## src/stereo_ladder_lowpass_filter_top_defines.svh

```systemverilog
// Assertion macros shared by the stereo ladder filter RTL.
`ifndef STEREO_LADDER_LOWPASS_FILTER_TOP_DEFINES_SVH
`define STEREO_LADDER_LOWPASS_FILTER_TOP_DEFINES_SVH

// Same-cycle implication, checked on every rising clk edge outside reset.
`define SLF_ASSERT_NOW(lbl, ante, cons, msg) \
  lbl: assert property (@(posedge clk) disable iff (!rst_n) (ante) |-> (cons)) \
    else $error(msg);

// Next-cycle implication.
`define SLF_ASSERT_NEXT(lbl, ante, cons, msg) \
  lbl: assert property (@(posedge clk) disable iff (!rst_n) (ante) |=> (cons)) \
    else $error(msg);

`endif

```

## src/slf_pkg.sv

```systemverilog
// Shared types, constants and microcode ROM of the stereo ladder filter.
package slf_pkg;

  localparam int SLF_STATE_BITS = 24;
  localparam int SLF_B_W        = 19;
  localparam int SLF_ENTRIES    = 8;
  localparam int SLF_ENT_W      = 3;
  localparam int SLF_PC_W       = 5;

  localparam logic [SLF_PC_W-1:0] SLF_LAST_STEP = 5'd22;

  localparam logic [15:0] SLF_CUT_MIN = 16'd66;
  localparam logic [15:0] SLF_CUT_MAX = 16'd64881;

  localparam logic signed [SLF_B_W-1:0] SLF_OMEGA_SCALE = 19'sd58982;
  localparam logic signed [SLF_B_W-1:0] SLF_RES_SCALE   = 19'sd249037;

  localparam logic [15:0] SLF_CUTOFF_RST = 16'd65535;
  localparam logic [15:0] SLF_RES_RST    = 16'd0;
  localparam logic [15:0] SLF_GAIN_RST   = 16'd52429;
  localparam logic [17:0] SLF_DEPTH_RST  = 18'd0;

  // Stage store layout: left stages 0..3, right stages 4..7.
  localparam logic [SLF_ENT_W-1:0] ST_L0 = 3'd0;
  localparam logic [SLF_ENT_W-1:0] ST_L1 = 3'd1;
  localparam logic [SLF_ENT_W-1:0] ST_L2 = 3'd2;
  localparam logic [SLF_ENT_W-1:0] ST_L3 = 3'd3;
  localparam logic [SLF_ENT_W-1:0] ST_R0 = 3'd4;
  localparam logic [SLF_ENT_W-1:0] ST_R1 = 3'd5;
  localparam logic [SLF_ENT_W-1:0] ST_R2 = 3'd6;
  localparam logic [SLF_ENT_W-1:0] ST_R3 = 3'd7;

  typedef enum logic [1:0] {
    J_NEXT,
    J_HOLD_IN,
    J_HOLD_OUT
  } slf_jmp_t;

  typedef enum logic [2:0] {
    A_E2C,
    A_RES,
    A_MOD,
    A_RDA,
    A_XDIFF,
    A_SDIFF,
    A_T
  } slf_asel_t;

  typedef enum logic [2:0] {
    B_ENV,
    B_RES_SCALE,
    B_OMEGA_SCALE,
    B_FB,
    B_OMEGA,
    B_GAIN
  } slf_bsel_t;

  typedef enum logic [3:0] {
    WB_NONE,
    WB_IN,
    WB_MOD,
    WB_FB,
    WB_OMEGA,
    WB_X,
    WB_STAGE,
    WB_T,
    WB_OUTL,
    WB_OUT
  } slf_wb_t;

  typedef struct packed {
    slf_jmp_t              jmp;
    logic [SLF_PC_W-1:0]   target;
    logic                  mul_en;
    slf_asel_t             a_sel;
    slf_bsel_t             b_sel;
    logic                  mch;
    slf_wb_t               wb;
    logic                  wch;
    logic [SLF_ENT_W-1:0]  ra;
    logic [SLF_ENT_W-1:0]  rb;
    logic [SLF_ENT_W-1:0]  wa;
  } slf_cw_t;

  typedef struct packed {
    slf_cw_t cw;
    logic    fire;
  } slf_ctl_t;

  typedef struct packed {
    logic [15:0] cutoff;
    logic [15:0] resonance;
    logic [15:0] output_gain;
    logic [17:0] env_to_cutoff;
  } slf_cfg_t;

  function automatic slf_cw_t slf_word(
    input slf_jmp_t             j,
    input logic [SLF_PC_W-1:0]  tgt,
    input logic                 mul,
    input slf_asel_t            a,
    input slf_bsel_t            b,
    input logic                 mch,
    input slf_wb_t              wb,
    input logic                 wch,
    input logic [SLF_ENT_W-1:0] ra,
    input logic [SLF_ENT_W-1:0] rb,
    input logic [SLF_ENT_W-1:0] wa
  );
    slf_cw_t w;
    w.jmp    = j;
    w.target = tgt;
    w.mul_en = mul;
    w.a_sel  = a;
    w.b_sel  = b;
    w.mch    = mch;
    w.wb     = wb;
    w.wch    = wch;
    w.ra     = ra;
    w.rb     = rb;
    w.wa     = wa;
    return w;
  endfunction

  // Microcode: multiply issue and writeback of the previous product overlap.
  // Stage store reads land in the step after issue.
  function automatic slf_cw_t slf_ucode(input logic [SLF_PC_W-1:0] pc);
    slf_cw_t w;
    case (pc)
      5'd0:  w = slf_word(J_HOLD_IN, '0, 1'b0, A_RDA, B_FB, 1'b0, WB_IN, 1'b0,
                          ST_L0, ST_L0, ST_L0);
      5'd1:  w = slf_word(J_NEXT, '0, 1'b1, A_E2C, B_ENV, 1'b0, WB_NONE, 1'b0,
                          ST_L0, ST_L0, ST_L0);
      5'd2:  w = slf_word(J_NEXT, '0, 1'b1, A_RES, B_RES_SCALE, 1'b0, WB_MOD, 1'b0,
                          ST_L0, ST_L0, ST_L0);
      5'd3:  w = slf_word(J_NEXT, '0, 1'b1, A_MOD, B_OMEGA_SCALE, 1'b0, WB_FB, 1'b0,
                          ST_L3, ST_L0, ST_L0);
      5'd4:  w = slf_word(J_NEXT, '0, 1'b1, A_RDA, B_FB, 1'b0, WB_OMEGA, 1'b0,
                          ST_R3, ST_L0, ST_L0);
      5'd5:  w = slf_word(J_NEXT, '0, 1'b1, A_RDA, B_FB, 1'b0, WB_X, 1'b0,
                          ST_L0, ST_L0, ST_L0);
      5'd6:  w = slf_word(J_NEXT, '0, 1'b1, A_XDIFF, B_OMEGA, 1'b0, WB_X, 1'b1,
                          ST_L0, ST_R0, ST_L0);
      5'd7:  w = slf_word(J_NEXT, '0, 1'b1, A_XDIFF, B_OMEGA, 1'b1, WB_STAGE, 1'b0,
                          ST_L0, ST_L0, ST_L0);
      5'd8:  w = slf_word(J_NEXT, '0, 1'b0, A_SDIFF, B_OMEGA, 1'b0, WB_STAGE, 1'b0,
                          ST_L0, ST_L1, ST_R0);
      5'd9:  w = slf_word(J_NEXT, '0, 1'b1, A_SDIFF, B_OMEGA, 1'b0, WB_NONE, 1'b0,
                          ST_R0, ST_R1, ST_L0);
      5'd10: w = slf_word(J_NEXT, '0, 1'b1, A_SDIFF, B_OMEGA, 1'b0, WB_STAGE, 1'b0,
                          ST_L0, ST_L0, ST_L1);
      5'd11: w = slf_word(J_NEXT, '0, 1'b0, A_SDIFF, B_OMEGA, 1'b0, WB_STAGE, 1'b0,
                          ST_L1, ST_L2, ST_R1);
      5'd12: w = slf_word(J_NEXT, '0, 1'b1, A_SDIFF, B_OMEGA, 1'b0, WB_NONE, 1'b0,
                          ST_R1, ST_R2, ST_L0);
      5'd13: w = slf_word(J_NEXT, '0, 1'b1, A_SDIFF, B_OMEGA, 1'b0, WB_STAGE, 1'b0,
                          ST_L0, ST_L0, ST_L2);
      5'd14: w = slf_word(J_NEXT, '0, 1'b0, A_SDIFF, B_OMEGA, 1'b0, WB_STAGE, 1'b0,
                          ST_L2, ST_L3, ST_R2);
      5'd15: w = slf_word(J_NEXT, '0, 1'b1, A_SDIFF, B_OMEGA, 1'b0, WB_NONE, 1'b0,
                          ST_R2, ST_R3, ST_L0);
      5'd16: w = slf_word(J_NEXT, '0, 1'b1, A_SDIFF, B_OMEGA, 1'b0, WB_STAGE, 1'b0,
                          ST_L0, ST_L0, ST_L3);
      5'd17: w = slf_word(J_NEXT, '0, 1'b0, A_RDA, B_ENV, 1'b0, WB_STAGE, 1'b0,
                          ST_L3, ST_L0, ST_R3);
      5'd18: w = slf_word(J_NEXT, '0, 1'b1, A_RDA, B_ENV, 1'b0, WB_NONE, 1'b0,
                          ST_R3, ST_L0, ST_L0);
      5'd19: w = slf_word(J_NEXT, '0, 1'b1, A_RDA, B_ENV, 1'b0, WB_T, 1'b0,
                          ST_L0, ST_L0, ST_L0);
      5'd20: w = slf_word(J_NEXT, '0, 1'b1, A_T, B_GAIN, 1'b0, WB_T, 1'b1,
                          ST_L0, ST_L0, ST_L0);
      5'd21: w = slf_word(J_NEXT, '0, 1'b1, A_T, B_GAIN, 1'b1, WB_OUTL, 1'b0,
                          ST_L0, ST_L0, ST_L0);
      5'd22: w = slf_word(J_HOLD_OUT, '0, 1'b0, A_RDA, B_FB, 1'b0, WB_OUT, 1'b0,
                          ST_L0, ST_L0, ST_L0);
      default: w = slf_word(J_HOLD_OUT, '0, 1'b0, A_RDA, B_FB, 1'b0, WB_NONE, 1'b0,
                            ST_L0, ST_L0, ST_L0);
    endcase
    return w;
  endfunction

endpackage

```

## src/slf_ram.sv

```systemverilog
// Generic RAM: one write port, two registered read ports.
module slf_ram #(
  parameter int WIDTH = 24,
  parameter int DEPTH = 8
) (
  input  logic                     clk,
  input  logic                     we,
  input  logic [$clog2(DEPTH)-1:0] waddr,
  input  logic [WIDTH-1:0]         wdata,
  input  logic [$clog2(DEPTH)-1:0] ra_addr,
  output logic [WIDTH-1:0]         ra_data,
  input  logic [$clog2(DEPTH)-1:0] rb_addr,
  output logic [WIDTH-1:0]         rb_data
);

  logic [WIDTH-1:0] mem_r [DEPTH];
  logic [WIDTH-1:0] ra_data_r;
  logic [WIDTH-1:0] rb_data_r;

  always_ff @(posedge clk) begin
    if (we) begin
      mem_r[waddr] <= wdata;
    end
    ra_data_r <= mem_r[ra_addr];
    rb_data_r <= mem_r[rb_addr];
  end

  assign ra_data = ra_data_r;
  assign rb_data = rb_data_r;

endmodule

```

## src/slf_seq.sv

```systemverilog
// Microcode sequencer: step counter, control ROM and hold conditions.
`include "stereo_ladder_lowpass_filter_top_defines.svh"

module slf_seq (
  input  logic              clk,
  input  logic              rst_n,
  input  logic              in_valid,
  output logic              in_stall,
  input  logic              out_blocked,
  output slf_pkg::slf_ctl_t ctl
);

  import slf_pkg::*;

  logic [SLF_PC_W-1:0] pc_r;
  logic [SLF_PC_W-1:0] pc_nxt;
  slf_cw_t             cw;
  logic                fire;

  assign cw = slf_ucode(pc_r);

  always_comb begin
    case (cw.jmp)
      J_NEXT:     fire = 1'b1;
      J_HOLD_IN:  fire = in_valid;
      J_HOLD_OUT: fire = !out_blocked;
      default:    fire = 1'b0;
    endcase
  end

  always_comb begin
    case (cw.jmp)
      J_NEXT:     pc_nxt = pc_r + 1'b1;
      J_HOLD_IN:  pc_nxt = fire ? pc_r + 1'b1 : pc_r;
      J_HOLD_OUT: pc_nxt = fire ? cw.target : pc_r;
      default:    pc_nxt = '0;
    endcase
  end

  always_ff @(posedge clk) begin
    if (!rst_n) begin
      pc_r <= '0;
    end else begin
      pc_r <= pc_nxt;
    end
  end

  assign in_stall = (cw.jmp != J_HOLD_IN);
  assign ctl.cw   = cw;
  assign ctl.fire = fire;

  `SLF_ASSERT_NOW(a_pc_range, 1'b1, pc_r <= SLF_LAST_STEP, "step counter past program end")
  `SLF_ASSERT_NOW(a_take_at_start, !in_stall, pc_r == '0, "input taken outside first step")
  `SLF_ASSERT_NEXT(a_wrap, (cw.jmp == J_HOLD_OUT) && fire, pc_r == '0, "no return to start")

endmodule

```

## src/slf_dp.sv

```systemverilog
// Datapath: shared multiplier, rounding, writeback ALU and stage store.
`include "stereo_ladder_lowpass_filter_top_defines.svh"

module slf_dp #(
  parameter int STATE_BITS = slf_pkg::SLF_STATE_BITS
) (
  input  logic               clk,
  input  logic               rst_n,
  input  slf_pkg::slf_ctl_t  ctl,
  input  slf_pkg::slf_cfg_t  cfg,
  input  logic signed [17:0] in_left_in,
  input  logic signed [17:0] in_right_in,
  input  logic [16:0]        in_envelope,
  output logic               out_valid,
  input  logic               out_stall,
  output logic signed [17:0] out_left_out,
  output logic signed [17:0] out_right_out,
  output logic               out_blocked
);

  import slf_pkg::*;

  localparam int S   = STATE_BITS;
  localparam int AW  = S + 4;
  localparam int BW  = SLF_B_W;
  localparam int PW  = AW + BW;
  localparam int XW  = S + 4;
  localparam int SW3 = S + 3;
  localparam int TW  = S + 1;
  localparam int MW  = 21;
  localparam int OW  = 21;
  localparam int OSH = S - 2;
  localparam int XSH = S - 18;

  localparam logic signed [PW:0]    HALF16 = (PW+1)'(64'sd1 <<< 15);
  localparam logic signed [PW:0]    HALFO  = (PW+1)'(64'sd1 <<< (OSH - 1));
  localparam longint                CLIP_L = ((64'sd12 <<< (S - 4)) + 64'sd5) / 64'sd10;
  localparam logic signed [XW-1:0]  CLIP   = XW'(CLIP_L);
  localparam logic signed [XW-1:0]  NCLIP  = -CLIP;
  localparam logic signed [SW3-1:0] SMAX   = SW3'((64'sd1 <<< (S - 1)) - 64'sd1);
  localparam logic signed [SW3-1:0] SMIN   = -SMAX - SW3'(1);
  localparam logic signed [OW-1:0]  OMAX   = 21'sd131071;
  localparam logic signed [OW-1:0]  OMIN   = -21'sd131072;
  localparam logic signed [MW-1:0]  MMIN   = MW'(SLF_CUT_MIN);
  localparam logic signed [MW-1:0]  MMAX   = MW'(SLF_CUT_MAX);

  // captured item and coefficients
  logic signed [17:0]   left_r, right_r;
  logic [16:0]          env_r;
  logic [15:0]          mod_r;
  logic [15:0]          omega_r;
  logic [17:0]          fb_r;
  logic signed [S-1:0]  x_r [2];
  logic signed [TW-1:0] t_r [2];
  logic signed [17:0]   lo_r;
  logic signed [17:0]   out_left_r, out_right_r;
  logic                 out_valid_r;

  logic signed [PW-1:0] p_r, p_nxt;
  logic signed [S-1:0]  acc_r;

  logic [SLF_ENTRIES-1:0] vld_r;
  logic                   va_r, vb_r;
  logic [S-1:0]           ram_a, ram_b;
  logic signed [S-1:0]    rda, rdb;

  logic signed [AW-1:0]   a_op;
  logic signed [BW-1:0]   b_op;
  logic signed [PW:0]     p_ext, r16, r_o, r;

  logic signed [MW-1:0]   msum;
  logic [15:0]            mod_nxt;
  logic signed [17:0]     in_sel;
  logic signed [XW-1:0]   xs, x_raw;
  logic signed [S-1:0]    x_nxt;
  logic signed [SW3-1:0]  st_sum;
  logic signed [S-1:0]    stage_nxt;
  logic signed [OW-1:0]   o_raw;
  logic signed [17:0]     o_sat;
  logic                   ram_we;
  logic                   publish;

  // stage store; entries never written read as zero
  slf_ram #(.WIDTH(S), .DEPTH(SLF_ENTRIES)) u_stages (
    .clk     (clk),
    .we      (ram_we),
    .waddr   (ctl.cw.wa),
    .wdata   (stage_nxt),
    .ra_addr (ctl.cw.ra),
    .ra_data (ram_a),
    .rb_addr (ctl.cw.rb),
    .rb_data (ram_b)
  );

  assign rda = va_r ? $signed(ram_a) : '0;
  assign rdb = vb_r ? $signed(ram_b) : '0;

  always_comb begin
    case (ctl.cw.a_sel)
      A_E2C:   a_op = AW'($signed(cfg.env_to_cutoff));
      A_RES:   a_op = $signed(AW'(cfg.resonance));
      A_MOD:   a_op = $signed(AW'(mod_r));
      A_RDA:   a_op = AW'(rda);
      A_XDIFF: a_op = AW'(x_r[ctl.cw.mch]) - AW'(rdb);
      A_SDIFF: a_op = AW'(rda) - AW'(rdb);
      A_T:     a_op = AW'(t_r[ctl.cw.mch]);
      default: a_op = '0;
    endcase
  end

  always_comb begin
    case (ctl.cw.b_sel)
      B_ENV:         b_op = $signed(BW'(env_r));
      B_RES_SCALE:   b_op = SLF_RES_SCALE;
      B_OMEGA_SCALE: b_op = SLF_OMEGA_SCALE;
      B_FB:          b_op = $signed(BW'(fb_r));
      B_OMEGA:       b_op = $signed(BW'(omega_r));
      B_GAIN:        b_op = $signed(BW'(cfg.output_gain));
      default:       b_op = '0;
    endcase
  end

  assign p_nxt = a_op * b_op;

  // round half up, floor shift
  assign p_ext = (PW+1)'(p_r);
  assign r16   = (p_ext + HALF16) >>> 16;
  assign r_o   = (p_ext + HALFO) >>> OSH;
  assign r     = (ctl.cw.wb == WB_OUTL || ctl.cw.wb == WB_OUT) ? r_o : r16;

  // modulated cutoff with clamp
  always_comb begin
    msum = $signed(MW'(cfg.cutoff)) + $signed(r[MW-1:0]);
    if (msum < MMIN) begin
      mod_nxt = SLF_CUT_MIN;
    end else if (msum > MMAX) begin
      mod_nxt = SLF_CUT_MAX;
    end else begin
      mod_nxt = msum[15:0];
    end
  end

  // feedback subtraction and input clip
  always_comb begin
    in_sel = ctl.cw.wch ? right_r : left_r;
    xs     = XW'(in_sel) <<< XSH;
    x_raw  = xs - $signed(r[XW-1:0]);
    if (x_raw > CLIP) begin
      x_nxt = CLIP[S-1:0];
    end else if (x_raw < NCLIP) begin
      x_nxt = NCLIP[S-1:0];
    end else begin
      x_nxt = x_raw[S-1:0];
    end
  end

  // one-pole update with saturation
  always_comb begin
    st_sum = SW3'(acc_r) + $signed(r[SW3-1:0]);
    if (st_sum > SMAX) begin
      stage_nxt = SMAX[S-1:0];
    end else if (st_sum < SMIN) begin
      stage_nxt = SMIN[S-1:0];
    end else begin
      stage_nxt = st_sum[S-1:0];
    end
  end

  always_comb begin
    o_raw = $signed(r[OW-1:0]);
    if (o_raw > OMAX) begin
      o_sat = OMAX[17:0];
    end else if (o_raw < OMIN) begin
      o_sat = OMIN[17:0];
    end else begin
      o_sat = o_raw[17:0];
    end
  end

  assign ram_we      = (ctl.cw.wb == WB_STAGE);
  assign publish     = (ctl.cw.wb == WB_OUT) && ctl.fire;
  assign out_blocked = out_valid_r && out_stall;

  always_ff @(posedge clk) begin
    if (ctl.cw.mul_en) begin
      p_r   <= p_nxt;
      acc_r <= rdb;
    end
    case (ctl.cw.wb)
      WB_IN: begin
        if (ctl.fire) begin
          left_r  <= in_left_in;
          right_r <= in_right_in;
          env_r   <= in_envelope;
        end
      end
      WB_MOD:   mod_r              <= mod_nxt;
      WB_FB:    fb_r               <= r[17:0];
      WB_OMEGA: omega_r            <= r[15:0];
      WB_X:     x_r[ctl.cw.wch]    <= x_nxt;
      WB_T:     t_r[ctl.cw.wch]    <= $signed(r[TW-1:0]);
      WB_OUTL:  lo_r               <= o_sat;
      WB_OUT: begin
        if (ctl.fire) begin
          out_left_r  <= lo_r;
          out_right_r <= o_sat;
        end
      end
      default: ;
    endcase
  end

  always_ff @(posedge clk) begin
    if (!rst_n) begin
      out_valid_r <= 1'b0;
      vld_r       <= '0;
      va_r        <= 1'b0;
      vb_r        <= 1'b0;
    end else begin
      if (publish) begin
        out_valid_r <= 1'b1;
      end else if (out_valid_r && !out_stall) begin
        out_valid_r <= 1'b0;
      end
      if (ram_we) begin
        vld_r[ctl.cw.wa] <= 1'b1;
      end
      va_r <= vld_r[ctl.cw.ra];
      vb_r <= vld_r[ctl.cw.rb];
    end
  end

  assign out_valid     = out_valid_r;
  assign out_left_out  = out_left_r;
  assign out_right_out = out_right_r;

  `SLF_ASSERT_NEXT(a_mod_clamped, ctl.cw.wb == WB_MOD, (mod_r >= SLF_CUT_MIN) && (mod_r <= SLF_CUT_MAX), "cutoff outside clamp")
  `SLF_ASSERT_NOW(a_no_overwrite, publish, !out_blocked, "result overwritten while held")
  `SLF_ASSERT_NEXT(a_publish_valid, publish, out_valid_r, "published result not shown")

endmodule

```

## src/stereo_ladder_lowpass_filter_top.sv

```systemverilog
// Top level of the stereo four-pole ladder low-pass filter.
// The input beat is captured at the first program step and the result is registered at
// the last; a new beat is taken only after the 23-step microcode program, which runs
//   every multiply of both channels through one multiplier, has run to its end.
// A held result stalls the program at its last step until the beat is taken.
// Reset (rst_n low, synchronous): registers to defaults, stage state reads as zero.
module stereo_ladder_lowpass_filter_top #(
  parameter int STATE_BITS = slf_pkg::SLF_STATE_BITS
) (
  input  logic               clk,
  input  logic               rst_n,
  // input channel
  input  logic               in_valid,
  output logic               in_stall,
  input  logic signed [17:0] in_left_in,
  input  logic signed [17:0] in_right_in,
  input  logic [16:0]        in_envelope,
  // result channel
  output logic               out_valid,
  input  logic               out_stall,
  output logic signed [17:0] out_left_out,
  output logic signed [17:0] out_right_out,
  // configuration port
  input  logic               psel,
  input  logic               penable,
  input  logic               pwrite,
  input  logic [3:0]         paddr,
  input  logic [31:0]        pwdata,
  output logic [31:0]        prdata,
  output logic               pready
);

  import slf_pkg::*;

  // register offsets, word aligned
  localparam logic [1:0] REG_CUTOFF    = 2'd0;
  localparam logic [1:0] REG_RESONANCE = 2'd1;
  localparam logic [1:0] REG_GAIN      = 2'd2;
  localparam logic [1:0] REG_DEPTH     = 2'd3;

  slf_cfg_t   cfg_r;
  slf_ctl_t   ctl;
  logic       cfg_wr;
  logic [1:0] reg_idx;
  logic       out_blocked;

  // APB: no wait states, write lands on the access phase
  assign pready  = 1'b1;
  assign cfg_wr  = psel && penable && pwrite && pready;
  assign reg_idx = paddr[3:2];

  always_ff @(posedge clk) begin
    if (!rst_n) begin
      cfg_r.cutoff        <= SLF_CUTOFF_RST;
      cfg_r.resonance     <= SLF_RES_RST;
      cfg_r.output_gain   <= SLF_GAIN_RST;
      cfg_r.env_to_cutoff <= SLF_DEPTH_RST;
    end else if (cfg_wr) begin
      case (reg_idx)
        REG_CUTOFF:    cfg_r.cutoff        <= pwdata[15:0];
        REG_RESONANCE: cfg_r.resonance     <= pwdata[15:0];
        REG_GAIN:      cfg_r.output_gain   <= pwdata[15:0];
        REG_DEPTH:     cfg_r.env_to_cutoff <= pwdata[17:0];
        default: ;
      endcase
    end
  end

  always_comb begin
    case (reg_idx)
      REG_CUTOFF:    prdata = 32'(cfg_r.cutoff);
      REG_RESONANCE: prdata = 32'(cfg_r.resonance);
      REG_GAIN:      prdata = 32'(cfg_r.output_gain);
      REG_DEPTH:     prdata = 32'(cfg_r.env_to_cutoff);
      default:       prdata = '0;
    endcase
  end

  // Sequencer steps the control ROM; the datapath executes each control word:
  // coefficient setup, feedback and clip per channel, four interleaved stage
  // updates per channel, then envelope and gain scaling into the output register.
  slf_seq u_seq (
    .clk         (clk),
    .rst_n       (rst_n),
    .in_valid    (in_valid),
    .in_stall    (in_stall),
    .out_blocked (out_blocked),
    .ctl         (ctl)
  );

  slf_dp #(.STATE_BITS(STATE_BITS)) u_dp (
    .clk           (clk),
    .rst_n         (rst_n),
    .ctl           (ctl),
    .cfg           (cfg_r),
    .in_left_in    (in_left_in),
    .in_right_in   (in_right_in),
    .in_envelope   (in_envelope),
    .out_valid     (out_valid),
    .out_stall     (out_stall),
    .out_left_out  (out_left_out),
    .out_right_out (out_right_out),
    .out_blocked   (out_blocked)
  );

endmodule

```

## config.mk

```make
export PLATFORM = sky130hd
export DESIGN_NAME = stereo_ladder_lowpass_filter_top
export DESIGN_NICKNAME = d
export VERILOG_FILES = /design/src/slf_pkg.sv /design/src/slf_ram.sv /design/src/slf_seq.sv /design/src/slf_dp.sv /design/src/stereo_ladder_lowpass_filter_top.sv
export VERILOG_INCLUDE_DIRS = /design/src /design/src/src
export SDC_FILE = /design/constraint.sdc
export NUM_CORES = 2
export LEC_CHECK = 0
export ABC_AREA = 1
export BUFFER_PORTS_ARGS = -buffer_cell sky130_fd_sc_hd__buf_2
export CORE_ASPECT_RATIO = 0.9
export CORE_MARGIN = 4
export CORE_UTILIZATION = 60
export DETAILED_ROUTE_END_ITERATION = 8
export GPL_ROUTABILITY_DRIVEN = 1
export HOLD_SLACK_MARGIN = 0.08
export PLACE_DENSITY = 0.77
export SYNTH_ARGS = -nofsm -noshare
export SYNTH_HDL_FRONTEND = slang
export SYNTH_SLANG_ARGS = --single-unit
```

## constraint.sdc

```tcl
create_clock -name clk -period 11.05 [get_ports clk]
set_input_delay 2.21 -clock clk [delete_from_list [all_inputs] [get_ports clk]]
set_output_delay 2.21 -clock clk [all_outputs]
set_load 0.02 [all_outputs]
```

## Yosys cells after proc, flatten, opt, wreduce, memory -nomap -nowiden

Memory sizes are Yosys's and may differ from the RTL's. A register that Yosys moved wholly into a read port is not among the register bits.
Cells that the tools add are included.

- Memory bits (read-only): 768
- Memories kept: 4
- Word-level logic and storage cells: 131
- RAM bits: 290
- Input port bits: 96
- Output and inout bits: 71
- Flip-flop bits (word level): 310

- Bitwise gates (word level): 1
- Order comparisons: 12
- $add $sub $neg: 8
- Multiplexer cells: 34
- Reduce and logical (&&, ||, !) cells: 22
- Multipliers: 1
- Eq/ne operators: 28

Memories:

| memory | depth | bits a word | rd ports | clocked after Yosys merged registers in | wr ports | line | RTL |
|---|---|---|---|---|---|---|---|
| (no name shown) | 32 | 24 | 1 | 1 | 0 | slf_pkg.sv:129 | `case (pc)` |
| u_dp.u_stages.mem_r | 8 | 24 | 2 | 2 | 1 | slf_ram.sv:16 | `logic [WIDTH-1:0] mem_r [DEPTH];` |
| u_dp.t_r | 2 | 25 | 1 | 0 | 1 | slf_dp.sv:54 | `logic signed [TW-1:0] t_r [2];` |
| u_dp.x_r | 2 | 24 | 1 | 0 | 1 | slf_dp.sv:53 | `logic signed [S-1:0] x_r [2];` |

Operators with widths:

| kind | number |
|---|---|
| 28-bit case mux with 7 select lines | 1 |
| 24-bit 2-to-1 mux | 6 |
| 32-bit case mux with 4 select lines | 1 |
| 18-bit case mux with 6 select lines | 1 |
| 18-bit 2-to-1 mux | 3 |
| 24-bit by 24-bit subtractor with 25-bit output | 2 |
| 47-bit by 23-bit adder with 48-bit output (second input constant) | 1 |
| 28-bit by 19-bit multiplier with 47-bit output | 1 |
| 44-bit by 17-bit adder with 44-bit output (second input constant) | 1 |
| 28-bit by 22-bit > comparator with 1-bit output (second input constant) | 1 |
| 28-bit by 22-bit less-than comparator with 1-bit output (second input constant) | 1 |
| 28-bit 2-to-1 mux | 1 |
| 24-bit by 28-bit subtractor with 28-bit output | 1 |
| 24-bit by 27-bit adder with 27-bit output | 1 |
| 27-bit by 24-bit > comparator with 1-bit output (second input constant) | 1 |
| 27-bit by 24-bit less-than comparator with 1-bit output (second input constant) | 1 |
| 17-bit by 21-bit adder with 21-bit output | 1 |
| 21-bit by 17-bit > comparator with 1-bit output (second input constant) | 1 |
| 21-bit by 18-bit > comparator with 1-bit output (second input constant) | 1 |
| 21-bit by 18-bit less-than comparator with 1-bit output (second input constant) | 1 |
| 21-bit by 8-bit less-than comparator with 1-bit output (second input constant) | 1 |
| 5-bit 2-to-1 mux | 4 |
| 4-bit by 3-bit equality test with 1-bit output (second input constant) | 4 |
| 16-bit 2-to-1 mux | 1 |
| other kinds (26) | 68 |

## Logic depth before layout (Yosys ltp)

- Depth after elaboration: 7
- Depth in mapped cells: 48
- Mapped depth without buffers: 47

## Cells and area by module

Synthesis repeated with hierarchy kept, for this count alone.

- Cell total of the unflattened synthesis: 6574
- Area, all modules: 53204.8 sq um

Modules (own cells, without submodules):

| module | seq. area each (sq um) | times used | area each (sq um) | cells an instance |
|---|---|---|---|---|
| slf_dp | 9559.2 | 1 | 37205.7 | 4564 |
| slf_ram | 6726.5 | 1 | 11267.1 | 1343 |
| stereo_ladder_lowpass_filter_top | 1321.3 | 1 | 3170.5 | 469 |
| slf_seq | 560.5 | 1 | 1561.5 | 198 |

## Worst setup path after synthesis

OpenSTA, ideal clock, no wires.

- Kind: register to register
- Start point: reg, netlist name u_seq.cw[14]
- End point: reg u_dp.p_r[44], data pin
- Cell stages (with the launch flop): 47
- Arrival time: 8661 ps
- Required time: 10792 ps
- Buffers on the path: 4
- Period minus slack after synthesis: 8919 ps
- Slack: 2131 ps
- Setup time: 258 ps
- Path through: dfxtp_1 -> inv_1 -> clkbuf_1 -> buf_1 -> clkbuf_1 -> nand2_1 -> a31oi_1 -> ha_1 -> inv_1 -> o21bai_1 -> nand3_1 -> nand2_1 -> nor2_1 -> inv_1 -> a21oi_1 -> inv_1 -> a21oi_1 -> inv_1 -> (+11 left out) -> clkbuf_1 -> xor2_1 -> ha_1 -> inv_1 -> fa_1 -> inv_1 -> fa_1 -> inv_1 -> fa_1 -> inv_1 -> ha_1 -> nand2_1 -> nor2_1 -> nand2_1 -> nor2_1 -> a2111oi_0 -> nand2_1 -> xor2_1

- Word-level cells in the longest chain between the ends: 4
- Elaborated cells on any way between the ends: 5
- Classes of those cells: 1 x add/sub; 1 x mul; 1 x mux; 2 x memory

Ends and longest elaborated chain:

| item | line | RTL |
|---|---|---|
| memory read 2 x 24 bit | n/a |  |
| 24-bit by 24-bit subtractor with 25-bit output | slf_dp.sv:104 | `A_XDIFF: a_op = AW'(x_r[ctl.cw.mch]) - AW'(rdb);` |
| 28-bit case mux with 7 select lines * | slf_dp.sv:99 | `case (ctl.cw.a_sel)` |
| 28-bit by 19-bit multiplier with 47-bit output * | slf_dp.sv:123 | `assign p_nxt = a_op * b_op;` |
| named net u_dp.p_nxt[44] | slf_dp.sv:59 | `logic signed [PW-1:0] p_r, p_nxt;` |
| to (signal assigned) | slf_dp.sv:186 | `p_r <= p_nxt;` |
| to (decl) | slf_dp.sv:59 |  |

Mark *: on every way through the listed nets, which the timed path passes. The rest lies on a longest branch.
A chain may end at the register's enable or synchronous reset.

## Worst setup path in the final report

- Start point: reg, netlist name u_seq.cw[14]
- End point: reg u_dp.p_r[44], data pin

- Word-level cells in the longest chain between the ends: 4
- Elaborated cells on any way between the ends: 5
- Classes of those cells: 1 x add/sub; 1 x mul; 1 x mux; 2 x memory

Ends and longest elaborated chain:

| item | line |
|---|---|
| memory read 2 x 24 bit | n/a |
| 24-bit by 24-bit subtractor with 25-bit output | slf_dp.sv:104 |
| 28-bit case mux with 7 select lines * | slf_dp.sv:99 |
| 28-bit by 19-bit multiplier with 47-bit output * | slf_dp.sv:123 |
| named net u_dp.p_nxt[44] | slf_dp.sv:59 |

Marks and branches as above.

==> metrics.md <==
| Metric | Value |
|---|---|
| Io pins | 167 |
| Hold WS | around 0.42 ns |
| Maximum clock frequency | 96.1 MHz |
| Final WS setup | about 0.64 ns |
| Crit path max fanout | a little under 50 |
| Clk slew on worst S/H paths | around 0.06 ns |
| I/O Buffers | roughly 140 |
| Final setup fails | 0 |
| Min-Delay Path Class | reg2reg |
| Final instance area | 55,200 µm² |
| Post-Layout Cell Count | roughly 7,300 |
| Worst Path Arrival | 10.79 ns |
| Die X | 315 µm |
| Pwr Density | 294 nW/µm² |
| Endpoints failing hold | 0 |
| Crit path launch type | register |
| Latest clock arrival within the worst-skew pair | between 0.6 and 0.7 ns |
| Sequential element share of the synthesized area | 35.6% |
| Vias post-DR | 43,000 |
| Placed Instances | 7,214 |
| Commonest non-fill, non-tap cell in the layout | nand2_1 |
| Top-area cell type share of the netlist area | a little under 30% |
| WL/cell | approximately 21 µm |
| Unrepaired setup endpoints after global routing | no |
| Worst Setup Slack post-DPL | 0.699 ns |
| Rel. slew slack | 24.7% |
| Synth-to-layout area growth | 8.32% |
| TritonRoute pass-1 iters | 6 |
| Crit path capture type | register |
| Total Routing Usage GR | around 34% |
| First-pass GRT wire length | 235,000 µm |
| Most frequent cells in the layout | nand2_1, inv_1, nor2_1 |
| Avg Inst Size Synth | 8.40 µm² |
| Top_reg_cell synth | edfxtp_1 |
| Pins Over Slew Limit | 0 |
| DPL Wire Length | around 110,000 µm |
| Synth Warn # | 0 |
| CTS sink count | 656 |
| Synth area leaders | edfxtp_1, fa_1, nand2_1, inv_1, dfxtp_1 |
| DIE HEIGHT | 285 µm |
| Post-Syn Instances | approximately 6,100 |
| Total CTS buffers | 69 |
| VDD IR max | about 0.23 mV |
| Routed WL | 153,000 µm |
| Clock H-tree levels | 3 |
| Final Wtd Congestion | 0.990 |
| Leakage | 0.0250 µW |
| Min cycle time layout | 10.41 ns |
| Clock buffer depth | 3 |
| Total die area | 89,700 µm² |
| 1st-iter DRT viols | 5,278 |
| Setup tns final | 0 ns |
| Root Buffer | clkbuf_16 |
| Final-stage net count | 6,913 |
| Worst Clk Skew | 0.0460 ns |
| Initial antenna violation count | 4 |
| CP Class | reg2reg |
| GRT overflow | 0 |
| CTS tree | done |
| Core Box Area | 84,300 µm² |
| Yosys top cell by area | edfxtp_1 |
| Unique masters post-synth | 62 |
| Layout cells sized above 1 | 6.96% |
| Max_cap viols | 0 |
| Placed Area | 52,900 µm² |
| Post-synth EDFFs | a little over 500 |
| DRT antenna net count | 0 |
| Async S/R FF share, synth | 0% |
| CTS Hold Bufs | 0 |
| Initial Util | 60.5% |
| CP max stage cell | fa_1 |
| Final worst path period share | between 90% and 100% |
| CP peak stage delay | 0.74 ns |
| DRC | 0 |
| Outcome | finished clean |
| Vias per cell | 5.85 |
| Cell mode on critical path | inv_1 |
| Mapped cell area | 51,000 µm² |
| Flip-flop and latch count after synthesis | around 660 |
| Placement row count | between 100 and 150 |
| Largest net degree at the start of global routing | 92 |
| Required @ worst endpoint | ~11 ns |
| Worst Max-Slew Pin Slew | 1.12 ns |
| Vias in the first global route | 40,700 |
layout make-up:
class / instances / area, µm²
Multi-Input combinational cell: 4123 / 28000
Inverter: 1079 / 4050
Antenna cell: 3 / 7.51
Tap cell: 1133 / 1420
Fill cell: 6942 / 29000
Sequential cell: 656 / 18200
Clock inverter: 29 / 327
Clock buffer: 99 / 1970
Timing Repair Buffer: 223 / 1340
flip-flops by register name, indices dropped and copies added (netlist names), 24 cells and up:
| register | count |
|---|---|
| u_dp.u_stages.ra_data | 24 |
| u_dp.p_r | 32 |
| u_dp.t_r | 50 |
| u_dp.u_stages.mem_r | 192 |
| u_dp.x_r | 48 |
| cfg_r | 66 |
| u_dp.u_stages.rb_data | 24 |
| u_dp.acc_r | 24 |
kinds of logic (layout without fill, tap and decap cells):
group                      count (synthesis)  in the layout  share of synthesized area, %
adders and majority gates                665            665                          22.8
and+or+nand+nor                         2300           2300                          18.4
other                                      2             18                        0.0147
xor gates and xnor gates                 110            110                          1.89
DFF                                      656            656                          35.6
muxes                                      1              1                        0.0196
AOI/OAI and AO/OA                       1032           1032                          11.4
buffers and inverters                   1304           1430                          9.83
worst max-delay path, delay by kind of cell (launching register included):
| family | cells | cell delay (ns) |
|---|---|---|
| compound gates | 9 | 1.98 |
| xor+xnor | 2 | 0.33 |
| fa+ha+maj | 9 | 4.10 |
| buf+inv | 10 | 1.67 |
| flops | 1 | 0.38 |
| simple gates | 11 | 1.69 |
where the power goes:
part / switching [µW] / total [µW] / internal [µW]
logic: 6980 / 9890 / 2920
clock network: 1010 / 2340 / 1340
registers: 224 / 4020 / 3800
total: 8210 / 16300 / 8050
path summary, 6_finish.rpt:
| kind | startpoint | endpoint | slack (ns) | depth (start not counted) |
|---|---|---|---|---|
| min reg2reg | u_dp.lo_r[16]$_DFFE_PN_ | u_dp.out_left_out[16]$_DFFE_PP_ | 0.42 | 0 |
| max | u_seq.cw[14]$_DFF_P_ | u_dp.p_r[44]$_DFFE_PP_ | 0.64 | 41 |
| max reg2reg | u_seq.cw[14]$_DFF_P_ | u_dp.p_r[44]$_DFFE_PP_ | 0.64 | 41 |
| min | u_dp.lo_r[16]$_DFFE_PN_ | u_dp.out_left_out[16]$_DFFE_PP_ | 0.42 | 0 |
routing by layer:
| metal | global-route usage (%) | vias up | routed length, µm |
|---|---|---|---|
| li1 | - | 19700 | - |
| met3 | 8.18 | 346 | 19000 |
| met5 | 0 | - | 16 |
| met4 | 10.6 | 2 | 5550 |
| met1 | 50.7 | 20500 | 64000 |
| met2 | 49.2 | 2479 | 64200 |
timing repair:
item,in CTS,in global routing
gates resized for setup,0,1
setup buffers,0,0
setup endpoints to repair,0,1
synthesized netlist by cell type, drive strengths merged, types with 4 or more instances:
library cell / count
nand2: 1301
inv: 1066
nor2: 630
edfxtp: 503
fa: 444
o21ai: 389
a21oi: 372
ha: 221
nand3: 215
clkbuf: 171
dfxtp: 153
a31oi: 94
xor2: 70
o211ai: 63
buf: 54
nor3: 50
nand4: 48
xnor2: 40
or2: 23
nor4: 17
o2111ai: 15
o21a: 15
clkinv: 13
a221oi: 12
a21o: 11
o21bai: 11
o31ai: 8
a32o: 7
a2111oi: 6
a22o: 6
a211oi: 5
and3: 5
nand3b: 5
a311oi: 4
and2: 4
o221ai: 4
metrics by stage:
stage / utilization [%] / power, µW
after global placement: 62.8 / 13500
final: 65.5 / 16300
after detailed placement: 62.8 / 13600
after CTS: 65.5 / 16000
after global routing: 65.5 / 17400
after floorplan: - / 10500
Note: power is estimated with default switching activity, not from simulation.
